===== src/hw/rtl/assert_macros.svh =====
// Assertion helpers used by the homing sequencer core (lshs_core).
// Each macro expects signals named clk and arst_n in the using module.
`ifndef ASSERT_MACROS_SVH
`define ASSERT_MACROS_SVH

// Property must hold at every rising clock edge outside reset.
`define LSHS_ASSERT(name, prop, msg) \
	name: assert property (@(posedge clk) disable iff (!arst_n) prop) else $error(msg);

// Condition must never be true outside reset.
`define LSHS_ASSERT_NEVER(name, cond, msg) \
	name: assert property (@(posedge clk) disable iff (!arst_n) !(cond)) else $error(msg);

`endif


===== src/hw/rtl/lshs_pkg.sv =====
package lshs_pkg;

	// Configuration register file geometry
	localparam int unsigned NUM_REGS  = 8;
	localparam int unsigned CFG_IDX_W = 3;
	localparam int unsigned CFG_W     = 16;
	localparam int unsigned ELAPSED_W = 17;

	// Register indexes
	localparam logic [CFG_IDX_W-1:0] REG_FAST_SPEED    = 3'd0;
	localparam logic [CFG_IDX_W-1:0] REG_SLOW_SPEED    = 3'd1;
	localparam logic [CFG_IDX_W-1:0] REG_BACKOFF_SPEED = 3'd2;
	localparam logic [CFG_IDX_W-1:0] REG_FAST_TIMEOUT  = 3'd3;
	localparam logic [CFG_IDX_W-1:0] REG_SLOW_TIMEOUT  = 3'd4;
	localparam logic [CFG_IDX_W-1:0] REG_BACKOFF_MS    = 3'd5;
	localparam logic [CFG_IDX_W-1:0] REG_SETTLE_MS     = 3'd6;
	localparam logic [CFG_IDX_W-1:0] REG_PAUSE_MS      = 3'd7;

	// Register reset values
	localparam logic [CFG_W-1:0] RST_FAST_SPEED    = 16'd1000;
	localparam logic [CFG_W-1:0] RST_SLOW_SPEED    = 16'd500;
	localparam logic [CFG_W-1:0] RST_BACKOFF_SPEED = 16'd500;
	localparam logic [CFG_W-1:0] RST_FAST_TIMEOUT  = 16'd30000;
	localparam logic [CFG_W-1:0] RST_SLOW_TIMEOUT  = 16'd15000;
	localparam logic [CFG_W-1:0] RST_BACKOFF_MS    = 16'd800;
	localparam logic [CFG_W-1:0] RST_SETTLE_MS     = 16'd500;
	localparam logic [CFG_W-1:0] RST_PAUSE_MS      = 16'd300;

	// Opcodes of an input item
	localparam logic [1:0] OP_TICK  = 2'd0;
	localparam logic [1:0] OP_START = 2'd1;
	localparam logic [1:0] OP_ABORT = 2'd2;

	// Outcome codes
	localparam logic [2:0] OUT_NONE    = 3'd0;
	localparam logic [2:0] OUT_SUCCESS = 3'd1;
	localparam logic [2:0] OUT_FAST_TO = 3'd2;
	localparam logic [2:0] OUT_SLOW_TO = 3'd3;
	localparam logic [2:0] OUT_ABORT   = 3'd4;

	typedef enum logic [2:0] {
		PH_IDLE    = 3'd0,
		PH_FAST    = 3'd1,
		PH_SETTLE  = 3'd2,
		PH_BACKOFF = 3'd3,
		PH_PAUSE   = 3'd4,
		PH_SLOW    = 3'd5
	} phase_t;

	// Register file contents as seen by the sequencer
	typedef struct packed {
		logic [CFG_W-1:0] fast_speed;
		logic [CFG_W-1:0] slow_speed;
		logic [CFG_W-1:0] backoff_speed;
		logic [CFG_W-1:0] fast_timeout_ms;
		logic [CFG_W-1:0] slow_timeout_ms;
		logic [CFG_W-1:0] backoff_ms;
		logic [CFG_W-1:0] settle_ms;
		logic [CFG_W-1:0] pause_ms;
	} cfg_t;

	// One result item
	typedef struct packed {
		logic             motor_run;
		logic             motor_dir;
		logic [CFG_W-1:0] motor_speed;
		logic             clear_position;
		logic             busy_res;
		logic             homed;
		logic [2:0]       phase_now;
		logic [2:0]       outcome;
	} res_t;

	// Entering a timed phase with a zero count falls through to the next one
	function automatic phase_t phase_skip(phase_t p, cfg_t c);
		phase_t r;
		r = p;
		if (r == PH_SETTLE && c.settle_ms == '0) begin
			r = PH_BACKOFF;
		end
		if (r == PH_BACKOFF && c.backoff_ms == '0) begin
			r = PH_PAUSE;
		end
		if (r == PH_PAUSE && c.pause_ms == '0) begin
			r = PH_SLOW;
		end
		return r;
	endfunction

endpackage


===== src/hw/rtl/lshs_cfg.sv =====
// Configuration register file, write only
module lshs_cfg
	import lshs_pkg::*;
(
	input  logic                 clk,
	input  logic                 arst_n,
	input  logic                 cfg_we,
	input  logic [CFG_IDX_W-1:0] cfg_index,
	input  logic [CFG_W-1:0]     cfg_data,
	output cfg_t                 cfg
);

	cfg_t cfg_q;

	always_ff @(posedge clk or negedge arst_n) begin
		if (!arst_n) begin
			cfg_q.fast_speed      <= RST_FAST_SPEED;
			cfg_q.slow_speed      <= RST_SLOW_SPEED;
			cfg_q.backoff_speed   <= RST_BACKOFF_SPEED;
			cfg_q.fast_timeout_ms <= RST_FAST_TIMEOUT;
			cfg_q.slow_timeout_ms <= RST_SLOW_TIMEOUT;
			cfg_q.backoff_ms      <= RST_BACKOFF_MS;
			cfg_q.settle_ms       <= RST_SETTLE_MS;
			cfg_q.pause_ms        <= RST_PAUSE_MS;
		end else if (cfg_we) begin
			unique case (cfg_index)
				REG_FAST_SPEED:    cfg_q.fast_speed      <= cfg_data;
				REG_SLOW_SPEED:    cfg_q.slow_speed      <= cfg_data;
				REG_BACKOFF_SPEED: cfg_q.backoff_speed   <= cfg_data;
				REG_FAST_TIMEOUT:  cfg_q.fast_timeout_ms <= cfg_data;
				REG_SLOW_TIMEOUT:  cfg_q.slow_timeout_ms <= cfg_data;
				REG_BACKOFF_MS:    cfg_q.backoff_ms      <= cfg_data;
				REG_SETTLE_MS:     cfg_q.settle_ms       <= cfg_data;
				REG_PAUSE_MS:      cfg_q.pause_ms        <= cfg_data;
				default: ;
			endcase
		end
	end

	assign cfg = cfg_q;

endmodule


===== src/hw/rtl/lshs_core.sv =====
`include "assert_macros.svh"

// Homing phase machine: state registers plus next-state and result logic
module lshs_core
	import lshs_pkg::*;
(
	input  logic       clk,
	input  logic       arst_n,
	input  logic       fire,
	input  logic [1:0] opcode,
	input  logic       switch_low,
	input  cfg_t       cfg,
	output res_t       res
);

	phase_t                 phase_q, phase_d;
	logic [ELAPSED_W-1:0]   elapsed_q, elapsed_d;
	logic                   homed_q, homed_d;
	logic [2:0]             outcome_q, outcome_d;
	logic                   clr;
	logic                   pressed;
	logic [ELAPSED_W-1:0]   elapsed_inc;
	logic [CFG_W-1:0]       timed_len;

	assign pressed     = !switch_low;
	assign elapsed_inc = elapsed_q + 1'b1;

	// Length of the current timed phase
	always_comb begin
		unique case (phase_q)
			PH_SETTLE:  timed_len = cfg.settle_ms;
			PH_BACKOFF: timed_len = cfg.backoff_ms;
			default:    timed_len = cfg.pause_ms;
		endcase
	end

	// Next state
	always_comb begin
		phase_d   = phase_q;
		elapsed_d = elapsed_q;
		homed_d   = homed_q;
		outcome_d = outcome_q;
		clr       = 1'b0;
		case (opcode)
			OP_START: begin
				if (phase_q == PH_IDLE) begin
					homed_d   = 1'b0;
					outcome_d = OUT_NONE;
					phase_d   = PH_FAST;
					elapsed_d = '0;
				end
			end
			OP_ABORT: begin
				if (phase_q != PH_IDLE) begin
					phase_d   = PH_IDLE;
					elapsed_d = '0;
					outcome_d = OUT_ABORT;
				end
			end
			OP_TICK: begin
				unique case (phase_q)
					PH_FAST: begin
						if (pressed) begin
							phase_d   = phase_skip(PH_SETTLE, cfg);
							elapsed_d = '0;
						end else if (elapsed_inc > {1'b0, cfg.fast_timeout_ms}) begin
							phase_d   = PH_IDLE;
							elapsed_d = '0;
							outcome_d = OUT_FAST_TO;
						end else begin
							elapsed_d = elapsed_inc;
						end
					end
					PH_SLOW: begin
						if (pressed) begin
							phase_d   = PH_IDLE;
							elapsed_d = '0;
							outcome_d = OUT_SUCCESS;
							homed_d   = 1'b1;
							clr       = 1'b1;
						end else if (elapsed_inc > {1'b0, cfg.slow_timeout_ms}) begin
							phase_d   = PH_IDLE;
							elapsed_d = '0;
							outcome_d = OUT_SLOW_TO;
						end else begin
							elapsed_d = elapsed_inc;
						end
					end
					PH_SETTLE, PH_BACKOFF, PH_PAUSE: begin
						if (elapsed_inc >= {1'b0, timed_len}) begin
							elapsed_d = '0;
							unique case (phase_q)
								PH_SETTLE:  phase_d = phase_skip(PH_BACKOFF, cfg);
								PH_BACKOFF: phase_d = phase_skip(PH_PAUSE, cfg);
								default:    phase_d = PH_SLOW;
							endcase
						end else begin
							elapsed_d = elapsed_inc;
						end
					end
					default: ;
				endcase
			end
			default: ;
		endcase
	end

	// Result outputs, taken after the update
	always_comb begin
		res                = '0;
		res.clear_position = clr;
		res.busy_res       = (phase_d != PH_IDLE);
		res.homed          = homed_d;
		res.phase_now      = phase_d;
		res.outcome        = outcome_d;
		unique case (phase_d)
			PH_FAST: begin
				res.motor_run   = 1'b1;
				res.motor_speed = cfg.fast_speed;
			end
			PH_BACKOFF: begin
				res.motor_run   = 1'b1;
				res.motor_dir   = 1'b1;
				res.motor_speed = cfg.backoff_speed;
			end
			PH_SLOW: begin
				res.motor_run   = 1'b1;
				res.motor_speed = cfg.slow_speed;
			end
			default: ;
		endcase
	end

	// State registers advance once per transfer into the result register
	always_ff @(posedge clk or negedge arst_n) begin
		if (!arst_n) begin
			phase_q   <= PH_IDLE;
			elapsed_q <= '0;
			homed_q   <= 1'b0;
			outcome_q <= OUT_NONE;
		end else if (fire) begin
			phase_q   <= phase_d;
			elapsed_q <= elapsed_d;
			homed_q   <= homed_d;
			outcome_q <= outcome_d;
		end
	end

	`LSHS_ASSERT(a_idle_no_count, phase_q == PH_IDLE |-> elapsed_q == '0, "elapsed nonzero while idle")
	`LSHS_ASSERT(a_clear_sets_homed, fire && clr |=> homed_q && phase_q == PH_IDLE && outcome_q == OUT_SUCCESS, "position clear without homed")
	`LSHS_ASSERT(a_start_enters_fast, fire && opcode == OP_START && phase_q == PH_IDLE |=> phase_q == PH_FAST && !homed_q, "start did not enter fast search")

endmodule


===== src/hw/rtl/limit_switch_homing_sequencer.sv =====
// Two-pass limit switch homing sequencer. Each input transfer is a 1 ms tick,
// a start or an abort, carrying the active-low switch level; each one yields
// exactly one result transfer with the motor command and status after it.
// An item passes an input register and then a result register; one item per
// cycle is sustained while out_stall is low: the phase machine and its 17-bit
// tick counter settle each item combinationally. Configuration must be written
// through cfg_we/cfg_index/cfg_data while idle; the block does not enforce it.
module limit_switch_homing_sequencer
	import lshs_pkg::*;
(
	input  logic                 clk,
	input  logic                 arst_n,
	input  logic                 cfg_we,
	input  logic [CFG_IDX_W-1:0] cfg_index,
	input  logic [CFG_W-1:0]     cfg_data,
	input  logic                 in_valid,
	output logic                 in_stall,
	input  logic [1:0]           opcode,
	input  logic                 switch_low,
	output logic                 out_valid,
	input  logic                 out_stall,
	output logic                 motor_run,
	output logic                 motor_dir,
	output logic [CFG_W-1:0]     motor_speed,
	output logic                 clear_position,
	output logic                 busy_res,
	output logic                 homed,
	output logic [2:0]           phase_now,
	output logic [2:0]           outcome
);

	cfg_t       cfg;
	res_t       res;
	res_t       res_q;
	logic       out_valid_q;
	logic       valid_s1;
	logic [1:0] opcode_s1;
	logic       switch_low_s1;
	logic       out_free;
	logic       fire;

	// Pipeline control
	assign out_free = !out_valid_q || !out_stall;
	assign fire     = valid_s1 && out_free;
	assign in_stall = valid_s1 && !out_free;

	lshs_cfg u_cfg (
		.clk       (clk),
		.arst_n    (arst_n),
		.cfg_we    (cfg_we),
		.cfg_index (cfg_index),
		.cfg_data  (cfg_data),
		.cfg       (cfg)
	);

	lshs_core u_core (
		.clk        (clk),
		.arst_n     (arst_n),
		.fire       (fire),
		.opcode     (opcode_s1),
		.switch_low (switch_low_s1),
		.cfg        (cfg),
		.res        (res)
	);

	// Input register
	always_ff @(posedge clk or negedge arst_n) begin
		if (!arst_n) begin
			valid_s1 <= 1'b0;
		end else if (!in_stall) begin
			valid_s1 <= in_valid;
		end
	end

	always_ff @(posedge clk) begin
		if (in_valid && !in_stall) begin
			opcode_s1     <= opcode;
			switch_low_s1 <= switch_low;
		end
	end

	// Result register
	always_ff @(posedge clk or negedge arst_n) begin
		if (!arst_n) begin
			out_valid_q <= 1'b0;
		end else if (out_free) begin
			out_valid_q <= valid_s1;
		end
	end

	always_ff @(posedge clk) begin
		if (fire) begin
			res_q <= res;
		end
	end

	assign out_valid      = out_valid_q;
	assign motor_run      = res_q.motor_run;
	assign motor_dir      = res_q.motor_dir;
	assign motor_speed    = res_q.motor_speed;
	assign clear_position = res_q.clear_position;
	assign busy_res       = res_q.busy_res;
	assign homed          = res_q.homed;
	assign phase_now      = res_q.phase_now;
	assign outcome        = res_q.outcome;

endmodule


===== config.mk =====
export PLATFORM = sky130hd
export DESIGN_NAME = limit_switch_homing_sequencer
export DESIGN_NICKNAME = d
export VERILOG_FILES = /design/src/hw/rtl/lshs_pkg.sv /design/src/hw/rtl/lshs_cfg.sv /design/src/hw/rtl/lshs_core.sv /design/src/hw/rtl/limit_switch_homing_sequencer.sv
export VERILOG_INCLUDE_DIRS = /design/src /design/src/hw/rtl
export SDC_FILE = /design/constraint.sdc
export NUM_CORES = 1
export LEC_CHECK = 0
export ABC_AREA = 1
export BUFFER_PORTS_ARGS = -buffer_cell sky130_fd_sc_hd__buf_2
export CORE_ASPECT_RATIO = 0.9
export CORE_MARGIN = 3
export CORE_UTILIZATION = 55
export DETAILED_ROUTE_END_ITERATION = 8
export PLACE_DENSITY = 0.71
export REMOVE_ABC_BUFFERS = 1
export SLEW_MARGIN = 0
export SYNTH_ARGS = -nofsm -noshare
export SYNTH_HDL_FRONTEND = slang
export SYNTH_HIERARCHICAL = 1
export SYNTH_SLANG_ARGS = --single-unit

===== constraint.sdc =====
create_clock -name clk -period 5.4 [get_ports clk]
set_input_delay 0.54 -clock clk [delete_from_list [all_inputs] [get_ports clk]]
set_output_delay 0.54 -clock clk [all_outputs]
set_load 0.005 [all_outputs]

# ---- Word level (Yosys, flattened, before mapping)
# Index checks and enable logic that the tools add are counted.
dict set report totals {
  regBits 184
  in_bits 27
  word_cells 135
}
dict set report op_classes {
  n_addsub 1
  order_cmp 3
  eq_ne 23
  mux 52
  reduce_logical 32
}
# op n
set op_table {}
lappend op_table {{2-to-1 mux 17 bit} 7}
lappend op_table {{one-hot mux 17 bit (3 select lines)} 2}
lappend op_table {{2-to-1 mux 3 bit} 27}
lappend op_table {{zero test 16 bit} 3}
lappend op_table {{one-hot mux 16 bit (3 select lines)} 1}
lappend op_table {{> comparator 17 x 16 -> 1 bit} 2}
lappend op_table {{one-hot mux 16 bit (2 select lines)} 1}
lappend op_table {{== test 3 bit (second input constant)} 9}
lappend op_table {{one-hot mux 3 bit (3 select lines)} 3}
lappend op_table {{== test 3 x 2 -> 1 bit (second input constant)} 6}
lappend op_table {{AND reduction 2 bit} 9}
lappend op_table {{adder 17 x 1 -> 17 bit (second input constant)} 1}
lappend op_table {{>= comparator 17 x 16 -> 1 bit} 1}
lappend op_table {{one-hot mux 3 bit (2 select lines)} 2}
lappend op_table {{== test 3 x 1 -> 1 bit (second input constant)} 3}
lappend op_table {{nonzero test 3 bit} 3}
lappend op_table {{2-to-1 mux 1 bit} 8}
lappend op_table {{logical AND 1 bit} 6}
lappend op_table {{zero test 3 bit} 2}
lappend op_table {{OR reduction 3 bit} 2}
lappend op_table {{AND reduction 5 bit} 1}
lappend op_table {{zero test 1 bit} 4}
lappend op_table {{inequality test 2 x 1 -> 1 bit (second input constant)} 2}
lappend op_table {{inequality test 4 x 3 -> 1 bit (second input constant)} 1}
lappend op_table {{other kinds (5)} 5}

# ---- Logic depth before layout (Yosys ltp)
dict set report logic_depth {
  ltp_word 20
  ltp_mapped 32
}

# ---- By module
# Netlist, hierarchy kept.
# mod instances cells_per_inst area_per_inst_um2 seq_area_each_um2
set modules_own_cells {}
lappend modules_own_cells {lshs_cfg 1 579 5108.6 3259.4}
lappend modules_own_cells {lshs_core 1 613 4060.1 600.6}
lappend modules_own_cells {limit_switch_homing_sequencer 1 42 996.0 950.9}

# ---- Worst setup path before layout
# No wires, ideal clock.
dict set report synth_timing {
  kind {register to register}
  startpoint {register u_core.elapsed_q[2]}
  endpoint {register res_q (netlist bit motor_speed[8]) (data pin)}
  setup_time_ps 260
  arrival_ps 3318
  t_required_ps 5140
  setup_slack_ps 1823
  path_stages_with_launch 27
  path_buffers 1
  period_less_slack_ps 3577
  cell_sequence {dfrtp_1 > inv_1 > nor3_1 > nand3_1 > nor3_1 > inv_1 > nor2_1 > inv_1 > nor2_1 > nand4_1 > xor2_1 > inv_1 > ha_1 > nand2_1 > nor2_1 > nand4_1 > nor3b_4 > nand2_2 > nand2_1 > nand3_1 > nand2_1 > nand2_2 > nand2_4 > inv_2 > buf_6 > nand4_1 > nand3_1}
}
# element line_no
set synth_lines {}
lappend synth_lines {{start: declaration} lshs_core.sv:17} ;# logic [ELAPSED_W-1:0] elapsed_q, elapsed_d;
lappend synth_lines {{start signal: assignment} lshs_core.sv:143} ;# elapsed_q <= elapsed_d;
lappend synth_lines {{end signal: assignment} limit_switch_homing_sequencer.sv:93} ;# res_q <= res;
lappend synth_lines {{end: declaration} limit_switch_homing_sequencer.sv:34} ;# res_t res_q;

==> flow_metrics.tcl <==
set metrics [dict create \
    status "completed" \
    path_buf_inv 5 \
    reg2reg_to "motor_speed[8]" \
    worstPathCellList "inv_1 -> nor3_1 -> nand3_1 -> nor3_1 -> inv_1 -> nor2_1 -> inv_1 -> nor2_1 -> nand4_1 -> xor2_1 -> inv_1 -> ha_1 -> nand4_1 -> nor4_1 -> nand2_1 -> nand2_1 -> nand2_1 -> nand4_1 -> nand2_1 -> nand2_4 -> inv_2 -> nand4_1 -> nand3_1" \
    tns_ps 0 \
    hold_violations 0 \
    die_h_um 135 \
    clock_skew_ps 13.3 \
    p_int_w 0.00288 \
    grt_max_degree 73 \
    row_count 46 \
    postSynthAreaPerCell_um2 8.24 \
    grt_overflow 0 \
    setup_viol 0 \
    vias_per_cell 5.57 \
    wl_per_cell_um 17.0 \
    yosysUniqueCellTypes 47 \
    arrival_ps 4830 \
    drt-pass1-iter-count 5 \
    critPathRequiredTime_ps 5580 \
    final_nets 1334 \
    slew_headroom 0.210 \
    initial_core_util 0.568 \
    syn_to_final_growth_pct 8.80 \
    hp-class "in2reg" \
    clock_power_share 0.271 \
    power.switching_w 0.00178 \
    p_leak_nw 5.63 \
    rrSetupSlack_ps 740 \
    crit_fanout 22 \
    clockBufferDepth 2 \
    drtAntennaViolNets 0 \
    dp_hpwl_um 17800 \
    drive_gt1_frac 0.157 \
    tightestPinTransition_ps 1180 \
    drt-total-wl_um 25700 \
    cts_setup_buffers 0 \
    cap_violations 0 \
    hold_depth 1 \
    synthCells 1234 \
    timing.final.ws_setup_ps 742 \
    timing.fmax_mhz 215 \
    synth_seq_area_share 0.473 \
    grt_pass1_vias 7802 \
    io_buffers 55 \
    setup.worst_path.start_class "flop" \
    power_switching_share 0.383 \
    clk_pin_slew_ps 70 \
    grt_pass1_wl_um 41700 \
    peakVddDrop_mv 0.234 \
    io_pins 56 \
    end_kind "flop" \
    grt.total_usage 0.260 \
    final_common_cell "nand2_1" \
    final_cell_mix "nand2_1, inv_1, nand3_1, dfrtp_1" \
    p_total_w 0.00466 \
    p_comb_frac 0.318 \
    rsz0062_at_grt "no" \
    yosysWarnings 6 \
    ctsHtreeMaxLevel 4 \
    min_period_ps 4660 \
    die_area_um2 20200 \
    antenna_found_initial 0 \
    clockRootBuffer "clkbuf_16" \
    drc 0 \
    finalCritPeriodShare 0.863 \
    vias 8411 \
    hp-start "opcode[0]" \
    critPathTopFamily "simple AND/OR/NAND/NOR gates" \
    synth_seq_cells 184 \
    clock_latency_ps 430 \
    cts_tree "done" \
    dpl_worst_slack_ps 601 \
    worstRegToRegCells 23 \
    num-fill-cells 1574 \
    power_density_nw_per_um2 421 \
    crit_slowest_cell "dfrtp_1" \
    slew_violations 0 \
    die_w_um 149 \
    cts.sinks 184 \
    gp_congestion 0.905 \
    core-area_um2 17900 \
    synthesis.area_um2 10200 \
    antennaDiodeCount 0 \
    drt_iter0_markers 717 \
    cts_buffers 17 \
    min_to "opcode_s1[0]" \
    r2r-start "u_core/elapsed_q[0]" \
    seqPwrFrac 0.412 \
    crit_path_max_incr_delay_ps 430 \
    critPathKind "reg2reg" \
]
[metal layers]
| metal | share of wire | global-route usage | up-vias |
|---|---|---|---|
| li1 | - | - | 4068 |
| met1 | 0.47 | 0.400 | 4044 |
| met2 | 0.45 | 0.395 | 282 |
| met3 | 0.067 | 0.0443 | 17 |
| met5 | 0 | 0 | - |
| met4 | 0.0093 | 0.0442 | 0 |
[synthesized netlist by cell type (all sizes together)]
library cell,n,share of area
a21o,1,0.00074
a21oi,26,0.013
a221oi,14,0.012
a22o,1,0.00086
a22oi,1,0.00074
a31oi,1,0.00062
buf,44,0.031
clkbuf,17,0.0068
dfrtp,109,0.27
dfstp,45,0.12
edfxtp,30,0.089
ha,49,0.060
inv,134,0.049
nand2,461,0.17
nand3,117,0.059
nand3b,2,0.0027
nand4,46,0.028
nor2,68,0.034
nor3,10,0.0054
nor3b,1,0.0018
nor4,12,0.0074
o2111ai,1,0.00086
o211ai,3,0.0022
o21a,2,0.0015
o21ai,12,0.0059
o22ai,13,0.014
o31a,1,0.00086
o32ai,1,0.0016
or3,1,0.00062
xor2,11,0.0095
[registers in the layout, indices dropped and copies added (netlist names)]
| signal | flops |
|---|---|
| u_core/phase_q | 3 |
| opcode_s1 | 2 |
| u_core/outcome_q | 3 |
| valid_s1 | 1 |
| homed | 1 |
| switch_low_s1 | 1 |
| outcome | 3 |
| busy_res | 1 |
| phase_now | 3 |
| out_valid | 1 |
| motor_run | 1 |
| motor_speed | 16 |
| u_core/homed_q | 1 |
| clear_position | 1 |
| u_core/elapsed_q | 17 |
| u_cfg/cfg | 128 |
| motor_dir | 1 |
[power groups by stage]
stage	Sequential (W)	Combinational [W]	Clock, W
floorplan	0.00190	0.000996	0
global placement	0.00193	0.00142	0
detailed placement	0.00194	0.00145	0
CTS	0.00192	0.00146	0.00128
global route	0.00195	0.00165	0.00134
finish	0.00192	0.00148	0.00126
[cell families (layout without fill, tap and decap cells)]
kind of cell	count (synthesis)	in the layout	share of synthesized area
adder cells (fa/ha/maj)	49	49	0.0603
buffers and inverters	195	232	0.0873
flip-flops	184	184	0.473
AO/OA/AOI/OAI	77	77	0.0553
AND/OR/NAND/NOR	718	718	0.314
XOR/XNOR	11	11	0.00948
[per-stage QoR]
stage | hold WS (ps) | instances | area [µm²] | utilization
floorplan | 244 | 1173 | 9780 | -
detailed placement | 451 | 1478 | 10400 | 0.584
finish | 286 | 1511 | 11100 | 0.618
CTS | 274 | 1511 | 11100 | 0.618
global placement | 445 | 1478 | 10400 | 0.584
global route | 276 | 1511 | 11100 | 0.618
[timing repair]
item,in CTS,in global routing
gates resized for setup,0,1
endpoints found under the hold margin,9,0
hold buffers,1,0
setup endpoints to repair,0,4
[final cells by class]
| type | instances | area, µm² | share of cell area |
|---|---|---|---|
| Sequential cell | 184 | 4810 | 0.435 |
| Clock inverter | 14 | 156 | 0.0141 |
| Tap cell | 240 | 300 | 0.0272 |
| Timing Repair Buffer | 66 | 367 | 0.0331 |
| Inverter | 134 | 503 | 0.0455 |
| Clock buffer | 18 | 439 | 0.0397 |
| Multi-Input combinational cell | 855 | 4480 | 0.405 |
[worst max-delay path by stage]
stage / to / cells after the start / from
5_1_grt: motor_speed[15] / 23 / u_core/elapsed_q[0]
4_1_cts: motor_run / 24 / u_core/elapsed_q[0]
2_1_floorplan: motor_speed[12] / 25 / u_core/elapsed_q[2]
6_report: motor_speed[8] / 23 / u_core/elapsed_q[0]
3_5_place_dp: motor_run / 24 / u_core/elapsed_q[0]
3_3_place_gp: motor_run / 24 / u_core/elapsed_q[0]
Power figures use the tool's default switching activity.
